$ cat config.mk
export PLATFORM = sky130hd
export DESIGN_NAME = reader_command_framer_crc16_core
export DESIGN_NICKNAME = d
export VERILOG_FILES = /design/src/design/rcf_pkg.sv /design/src/design/rcf_crc_byte.sv /design/src/design/reader_command_framer_crc16_core.sv
export VERILOG_INCLUDE_DIRS = /design/src /design/src/design
export SDC_FILE = /design/constraint.sdc
export NUM_CORES = 1
export LEC_CHECK = 0
export BUFFER_PORTS_ARGS = -buffer_cell sky130_fd_sc_hd__buf_2
export CELL_PAD_IN_SITES_DETAIL_PLACEMENT = 2
export CELL_PAD_IN_SITES_GLOBAL_PLACEMENT = 2
export CORE_ASPECT_RATIO = 1.25
export CORE_MARGIN = 4
export CORE_UTILIZATION = 39
export DETAILED_ROUTE_END_ITERATION = 12
export GPL_TIMING_DRIVEN = 0
export PLACE_DENSITY = 0.9
export SETUP_SLACK_MARGIN = 0.5
export SLEW_MARGIN = 20
export SYNTH_ARGS = -nofsm -noshare
export SYNTH_HDL_FRONTEND = slang
export SYNTH_SLANG_ARGS = --single-unit
$ cat constraint.sdc
create_clock -name clk -period 4.4 [get_ports clk]
set_input_delay 0.22 -clock clk [delete_from_list [all_inputs] [get_ports clk]]
set_output_delay 0.22 -clock clk [all_outputs]
set_load 0.1 [all_outputs]
$ cat src/design/reader_command_framer_crc16_core_assert.svh
// Assertion macros for the reader command framer.
// Included by the top level; expects a clock named clk and a reset named arst_n.
`ifndef READER_COMMAND_FRAMER_CRC16_CORE_ASSERT_SVH
`define READER_COMMAND_FRAMER_CRC16_CORE_ASSERT_SVH

// The consequent must hold in the same cycle as the antecedent.
`define RCF_ASSERT_SAME(label, ante, cons, msg) \
	label: assert property (@(posedge clk) disable iff (!arst_n) (ante) |-> (cons)) \
		else $error(msg);

// The consequent must hold in the cycle after the antecedent.
`define RCF_ASSERT_NEXT(label, ante, cons, msg) \
	label: assert property (@(posedge clk) disable iff (!arst_n) (ante) |=> (cons)) \
		else $error(msg);

`endif

$ cat src/design/rcf_pkg.sv
// Shared types and constants for the reader command framer.
// Used by the top level and the testbench.
package rcf_pkg;

	localparam logic [7:0]  HEADER_BYTE   = 8'hFF;
	localparam logic [15:0] POLY_RESET    = 16'h1021;
	localparam logic [15:0] INIT_RESET    = 16'hFFFF;

	localparam logic CMD_START   = 1'b0;
	localparam logic CMD_PAYLOAD = 1'b1;

	localparam logic CFG_POLYNOMIAL = 1'b0;
	localparam logic CFG_INITIAL    = 1'b1;

	typedef struct packed {
		logic       cmd;
		logic [7:0] opcode;
		logic [7:0] payload_length;
		logic [7:0] payload_byte;
	} in_t;

	typedef struct packed {
		logic [7:0] out_byte;
		logic       frame_end;
	} out_t;

	typedef enum logic [2:0] {
		ST_ITEM,
		ST_LEN,
		ST_OPC,
		ST_CRC_HI,
		ST_CRC_LO
	} state_t;

endpackage

$ cat src/design/rcf_crc_byte.sv
// One byte of the augmented bitwise CRC-16, MSB first, with a programmable polynomial.
// Pure combinational logic; no package dependencies.
module rcf_crc_byte (
	input  logic [15:0] crc_in,
	input  logic [15:0] poly,
	input  logic [7:0]  data,
	output logic [15:0] crc_out
);

	always_comb begin
		logic [15:0] c;
		logic        fb;
		c = crc_in;
		for (int i = 7; i >= 0; i--) begin
			fb = c[15];
			c = {c[14:0], data[i]};
			if (fb) begin
				c = c ^ poly;
			end
		end
		crc_out = c;
	end

endmodule

$ cat src/design/reader_command_framer_crc16_core.sv
// Serial command framer with CRC-16 trailer. A start word is followed on the output by
// 0xFF, the length (saturated to MAX_PAYLOAD) and the opcode, and by the two CRC bytes at
// once when the length is zero; each payload word of an open frame gives one output word,
// and the last one two more for the CRC. One output word leaves per cycle from a single
// output register while the receiver is ready, so a stream of payload words runs at one
// word per cycle; the input is held while a start word's header (and, with an empty
// payload, its CRC) bursts out, and while the last payload word's CRC bytes leave.
module reader_command_framer_crc16_core #(
	parameter int MAX_PAYLOAD = 251
) (
	input  logic               clk,
	input  logic               arst_n,
	input  logic               in_valid,
	output logic               in_ready,
	input  rcf_pkg::in_t       in_data,
	output logic               out_valid,
	input  logic               out_ready,
	output rcf_pkg::out_t      out_data,
	input  logic               cfg_we,
	input  logic               cfg_index,
	input  logic [15:0]        cfg_data
);

	localparam int RemW = $clog2(MAX_PAYLOAD + 1);

	logic [15:0] poly_q, init_q;

	logic          s1_valid;
	rcf_pkg::in_t  s1_data;

	rcf_pkg::state_t state_q, state_nxt;
	logic [15:0]     crc_q;
	logic [RemW-1:0] rem_q, len_q;
	logic            open_q;
	logic [7:0]      opcode_q;

	logic          out_valid_q;
	rcf_pkg::out_t out_q;

	logic          advance, s1_take;
	logic          emit, emit_end;
	logic [7:0]    emit_byte;
	logic [7:0]    feed_byte;
	logic [15:0]   crc_feed_out;
	logic          pay_ok;
	logic [RemW-1:0] len_sat;

	assign advance  = !out_valid_q || out_ready;
	assign s1_take  = advance && (state_q == rcf_pkg::ST_ITEM) && s1_valid;
	assign in_ready = !s1_valid || s1_take;
	assign out_valid = out_valid_q;
	assign out_data  = out_q;
	assign pay_ok    = open_q && (rem_q != '0);

	assign len_sat = (s1_data.payload_length > 8'(MAX_PAYLOAD)) ? RemW'(MAX_PAYLOAD)
		: RemW'(s1_data.payload_length);

	always_ff @(posedge clk or negedge arst_n) begin
		if (!arst_n) begin
			poly_q <= rcf_pkg::POLY_RESET;
			init_q <= rcf_pkg::INIT_RESET;
		end else if (cfg_we) begin
			case (cfg_index)
				rcf_pkg::CFG_POLYNOMIAL: poly_q <= cfg_data;
				rcf_pkg::CFG_INITIAL:    init_q <= cfg_data;
				default:                 ;
			endcase
		end
	end

	always_ff @(posedge clk or negedge arst_n) begin
		if (!arst_n) begin
			s1_valid <= 1'b0;
		end else if (in_ready) begin
			s1_valid <= in_valid;
		end
	end

	always_ff @(posedge clk) begin
		if (in_ready && in_valid) begin
			s1_data <= in_data;
		end
	end

	// The running CRC is fed either the held length, the held opcode or a payload byte.
	always_comb begin
		case (state_q)
			rcf_pkg::ST_LEN: feed_byte = 8'(len_q);
			rcf_pkg::ST_OPC: feed_byte = opcode_q;
			default:         feed_byte = s1_data.payload_byte;
		endcase
	end

	rcf_crc_byte u_crc (
		.crc_in  (crc_q),
		.poly    (poly_q),
		.data    (feed_byte),
		.crc_out (crc_feed_out)
	);

	always_comb begin
		state_nxt = state_q;
		case (state_q)
			rcf_pkg::ST_ITEM: begin
				if (s1_valid) begin
					if (s1_data.cmd == rcf_pkg::CMD_START) begin
						state_nxt = rcf_pkg::ST_LEN;
					end else if (pay_ok && (rem_q == RemW'(1))) begin
						state_nxt = rcf_pkg::ST_CRC_HI;
					end
				end
			end
			rcf_pkg::ST_LEN:    state_nxt = rcf_pkg::ST_OPC;
			rcf_pkg::ST_OPC:    state_nxt = (len_q == '0) ? rcf_pkg::ST_CRC_HI
				: rcf_pkg::ST_ITEM;
			rcf_pkg::ST_CRC_HI: state_nxt = rcf_pkg::ST_CRC_LO;
			rcf_pkg::ST_CRC_LO: state_nxt = rcf_pkg::ST_ITEM;
			default:            state_nxt = rcf_pkg::ST_ITEM;
		endcase
	end

	always_comb begin
		emit      = 1'b0;
		emit_end  = 1'b0;
		emit_byte = s1_data.payload_byte;
		case (state_q)
			rcf_pkg::ST_ITEM: begin
				if (s1_valid) begin
					if (s1_data.cmd == rcf_pkg::CMD_START) begin
						emit      = 1'b1;
						emit_byte = rcf_pkg::HEADER_BYTE;
					end else begin
						emit = pay_ok;
					end
				end
			end
			rcf_pkg::ST_LEN: begin
				emit      = 1'b1;
				emit_byte = 8'(len_q);
			end
			rcf_pkg::ST_OPC: begin
				emit      = 1'b1;
				emit_byte = opcode_q;
			end
			rcf_pkg::ST_CRC_HI: begin
				emit      = 1'b1;
				emit_byte = crc_q[15:8];
			end
			rcf_pkg::ST_CRC_LO: begin
				emit      = 1'b1;
				emit_byte = crc_q[7:0];
				emit_end  = 1'b1;
			end
			default: ;
		endcase
	end

	always_ff @(posedge clk or negedge arst_n) begin
		if (!arst_n) begin
			state_q     <= rcf_pkg::ST_ITEM;
			crc_q       <= rcf_pkg::INIT_RESET;
			rem_q       <= '0;
			open_q      <= 1'b0;
			out_valid_q <= 1'b0;
		end else if (advance) begin
			state_q     <= state_nxt;
			out_valid_q <= emit;
			case (state_q)
				rcf_pkg::ST_ITEM: begin
					if (s1_valid) begin
						if (s1_data.cmd == rcf_pkg::CMD_START) begin
							crc_q  <= init_q;
							open_q <= 1'b0;
							rem_q  <= '0;
						end else if (pay_ok) begin
							crc_q <= crc_feed_out;
							rem_q <= rem_q - RemW'(1);
							if (rem_q == RemW'(1)) begin
								open_q <= 1'b0;
							end
						end else begin
							open_q <= 1'b0;
							rem_q  <= '0;
						end
					end
				end
				rcf_pkg::ST_LEN: crc_q <= crc_feed_out;
				rcf_pkg::ST_OPC: begin
					crc_q <= crc_feed_out;
					if (len_q != '0) begin
						open_q <= 1'b1;
						rem_q  <= len_q;
					end
				end
				default: ;
			endcase
		end
	end

	always_ff @(posedge clk) begin
		if (advance) begin
			out_q.out_byte  <= emit_byte;
			out_q.frame_end <= emit_end;
		end
		if (s1_take && (s1_data.cmd == rcf_pkg::CMD_START)) begin
			len_q    <= len_sat;
			opcode_q <= s1_data.opcode;
		end
	end

`include "reader_command_framer_crc16_core_assert.svh"

	`RCF_ASSERT_SAME(a_end_closes_frame, out_valid_q && out_q.frame_end, (state_q == rcf_pkg::ST_ITEM) && !open_q, "frame end shown while a frame is still open")
	`RCF_ASSERT_NEXT(a_crc_hi_then_byte, (state_q == rcf_pkg::ST_CRC_HI) && advance, out_valid_q && !out_q.frame_end && (state_q == rcf_pkg::ST_CRC_LO), "CRC high byte not followed by the low byte")
	`RCF_ASSERT_SAME(a_open_has_count, open_q, rem_q != '0, "open frame with no payload bytes left")

endmodule

==> flow_metrics.tcl <==
set metrics [dict create \
    drt_iter0_markers 506 \
    insertion_delay_ps 390 \
    grt_antenna_before_repair 0 \
    rows 56 \
    grt_first_pass_wirelength_um 48040 \
    routed-via-count 7041 \
    area_delta_synth_final_pct 23.16 \
    hold_viol_final 0 \
    finish.net_count 976 \
    grt_pass1_vias 8029 \
    arrival_ps 4400 \
    num_antenna_cells 0 \
    numCtsBuffers 9 \
    maxCapViolCount 0 \
    syn_inst 824 \
    fin_crit_ps 4153 \
    slew_viol_final 0 \
    worstSetupEndpointType "register" \
    ys_types 68 \
    route.detailed.drc 0 \
    clk_pin_slew_ps 80 \
    core-area_sq_um 18920 \
    cts.path.max_buffers 2 \
    ys_seq_area_share_pct 40.92 \
    cts_root_buf "clkbuf_16" \
    syn_area_sq_um 7569 \
    worstMarginPinSlew_ps 1235 \
    ios 58 \
    slew_headroom_pct 17.65 \
    mostFrequentLayoutCell "nand2_1" \
    fmaxAchievable_ghz 0.2408 \
    hold_class "input pin to register" \
    crit_path_max_fanout 8 \
    fillCellCount 1969 \
    ys_seq_elements 112 \
    fin_skew_ps 34.05 \
    async_flop_share_pct 55.36 \
    initial_utilization_pct 40.01 \
    dpl.hpwl_um 20250 \
    gp_congestion 0.8315 \
    synth_flop_cell "edfxtp_1" \
    cts-htree-levels 3 \
    dieArea_sq_um 21710 \
    avgRoutedWirePerCell_um 28.54 \
    antenna_left 0 \
    cts_tree "yes" \
    wl_um 33200 \
    grt_max_degree 37 \
    synth_warnings 0 \
    critPathLaunchType "register" \
    viasPerCell 6.054 \
    fin_crit_sh_pct 94.40 \
    drive_gt1_share_pct 29.32 \
    rsz0062_at_grt "yes" \
    io_buffers 57 \
    layout_common_cells "150 x nand2_1, 84 x xnor2_1, 57 x buf_2, 52 x a21oi_1, 50 x edfxtp_1" \
    finalSetupTns_ps 0 \
    cts_num_sinks 112 \
    die-height_um 163.8 \
    die_x_um 132.6 \
    status "complete, no violations" \
    setup_viol_count_final 0 \
    grtUsageTotal_pct 28.92 \
    syn_nets 874 \
    drt-pass1-iter-count 5 \
    setup.worst_path.class "register to register" \
    grt-ovfl-total 0 \
    syn-mean-instance-area_sq_um 9.185 \
    synth-edff-count 50 \
    cp.required_ps 4650 \
]
## path summary, 6_finish.rpt
check | startpoint | end | slack (ps) | cells after the start
min reg2reg | s1_data[17]$_DFFE_PP_ | opcode_q[1]$_DFFE_PP_ | 420 | 0
max in group asynchronous | arst_n | crc_q[4]$_DFFE_PN1P_ | 3430 | 3
min | in_data[22] | s1_data[22]$_DFFE_PP_ | 30 | 1
max reg2reg | crc_q[14]$_DFFE_PN1P_ | crc_q[15]$_DFFE_PN1P_ | 250 | 15
min in group asynchronous | arst_n | poly_q[7]$_DFFE_PN0P_ | 320 | 2
max | crc_q[14]$_DFFE_PN1P_ | crc_q[15]$_DFFE_PN1P_ | 250 | 15
## registers in the layout (all words and copies together) (netlist names)
register / count
s1_data: 25
crc_q: 16
init_q: 16
poly_q: 16
out_data: 9
len_q: 8
opcode_q: 8
rem_q: 8
state_q: 3
open_q: 1
out_valid: 1
s1_valid: 1
## what timing repair did
action / CTS / global route
setup endpoints to repair: 16 / 16
gates cloned: 1 / 1
gates resized for setup: 65 / 43
hold buffers: 1 / 0
endpoints found under the hold margin: 10 / 0
setup buffers: 19 / 11
pin swaps: 36 / 13
## worst max-delay path, stage by stage, from the launching register on
cell and delay (ps):
dfstp_2 640, a21boi_2 90, o22a_1 220, and3_4 180, buf_6 130, or2_0 200
buf_4 160, a2111o_1 480, xor2_4 270, xnor3_1 300, o311a_4 410, a21oi_4 280
buf_4 180, o21ai_2 60, xnor2_2 230, o221ai_1 200
## per-stage QoR
stage	area, sq um	hold WS [ps]	setup slack, ps	std cells	utilization (%)
floorplan	7574	-75.59	649.6	824	-
detailed placement	8174	171.7	14.24	1114	43.21
global placement	8149	397.1	132.2	1113	43.08
global route	9321	20.99	153.6	1163	49.27
finish	9321	25.31	246.6	1163	49.27
CTS	8995	21.30	467.1	1151	47.55
## synth_stat cells, types with 3 or more instances
cell,number,area share [%]
mux2_2,31,4.6
xnor2_1,106,12
nand3b_1,4,0.40
a21oi_1,53,3.5
dfstp_2,35,12
buf_6,3,0.45
a22o_1,8,0.93
buf_2,8,0.53
nor2_1,47,2.3
ha_1,3,0.50
o21ai_0,31,2.0
nor3_1,5,0.33
and3_1,3,0.25
a211oi_1,3,0.30
a22oi_1,9,0.89
edfxtp_1,50,20
and2_1,5,0.41
o211ai_1,8,0.79
o21ai_1,20,1.3
dfrtp_1,27,8.9
xnor3_1,3,0.89
o21a_1,4,0.40
buf_1,5,0.25
nand2_1,153,7.6
clkbuf_1,52,2.6
or2_2,4,0.33
xor2_1,17,2.0
nor2b_1,17,1.4
inv_1,6,0.30
o21ai_2,10,1.2
nand2b_1,5,0.41
nand3_1,17,1.1
nor3b_1,5,0.50
mux2i_1,9,1.2
nand4_1,4,0.33
nor4_1,5,0.41
o221ai_1,5,0.58
## cell families after synthesis
| group | synth area share (%) |
|---|---|
| AND/OR/NAND/NOR | 17.33 |
| XOR/XNOR | 15.92 |
| flip-flops | 40.92 |
| buffers and inverters | 4.348 |
| multiplexers | 5.803 |
| AO/OA/AOI/OAI | 15.19 |
| adder cells (fa/ha/maj) | 0.4960 |
## cell type report
class                           count  area (sq um)  area share [%]
Multi-Input combinational cell    635          4658           49.97
Sequential cell                   112          3097           33.22
Timing Repair Buffer               91         610.6           6.550
Buffer                             70         357.8           3.839
Tap cell                          232         290.3           3.114
Clock buffer                       12         246.5           2.644
Clock inverter                      4         35.03          0.3758
Inverter                            7         26.28          0.2819
## metal layers
metal	wire, um	vias up	global-route usage, %
met5	0	-	0
met2	17440	291	52.21
met4	2022	0	17.91
met1	12030	3588	31.98
li1	-	3035	-
met3	1712	127	4.350
Power is not shown: default switching activity piles up to over one toggle a cycle in this logic, so the estimate is an artifact.
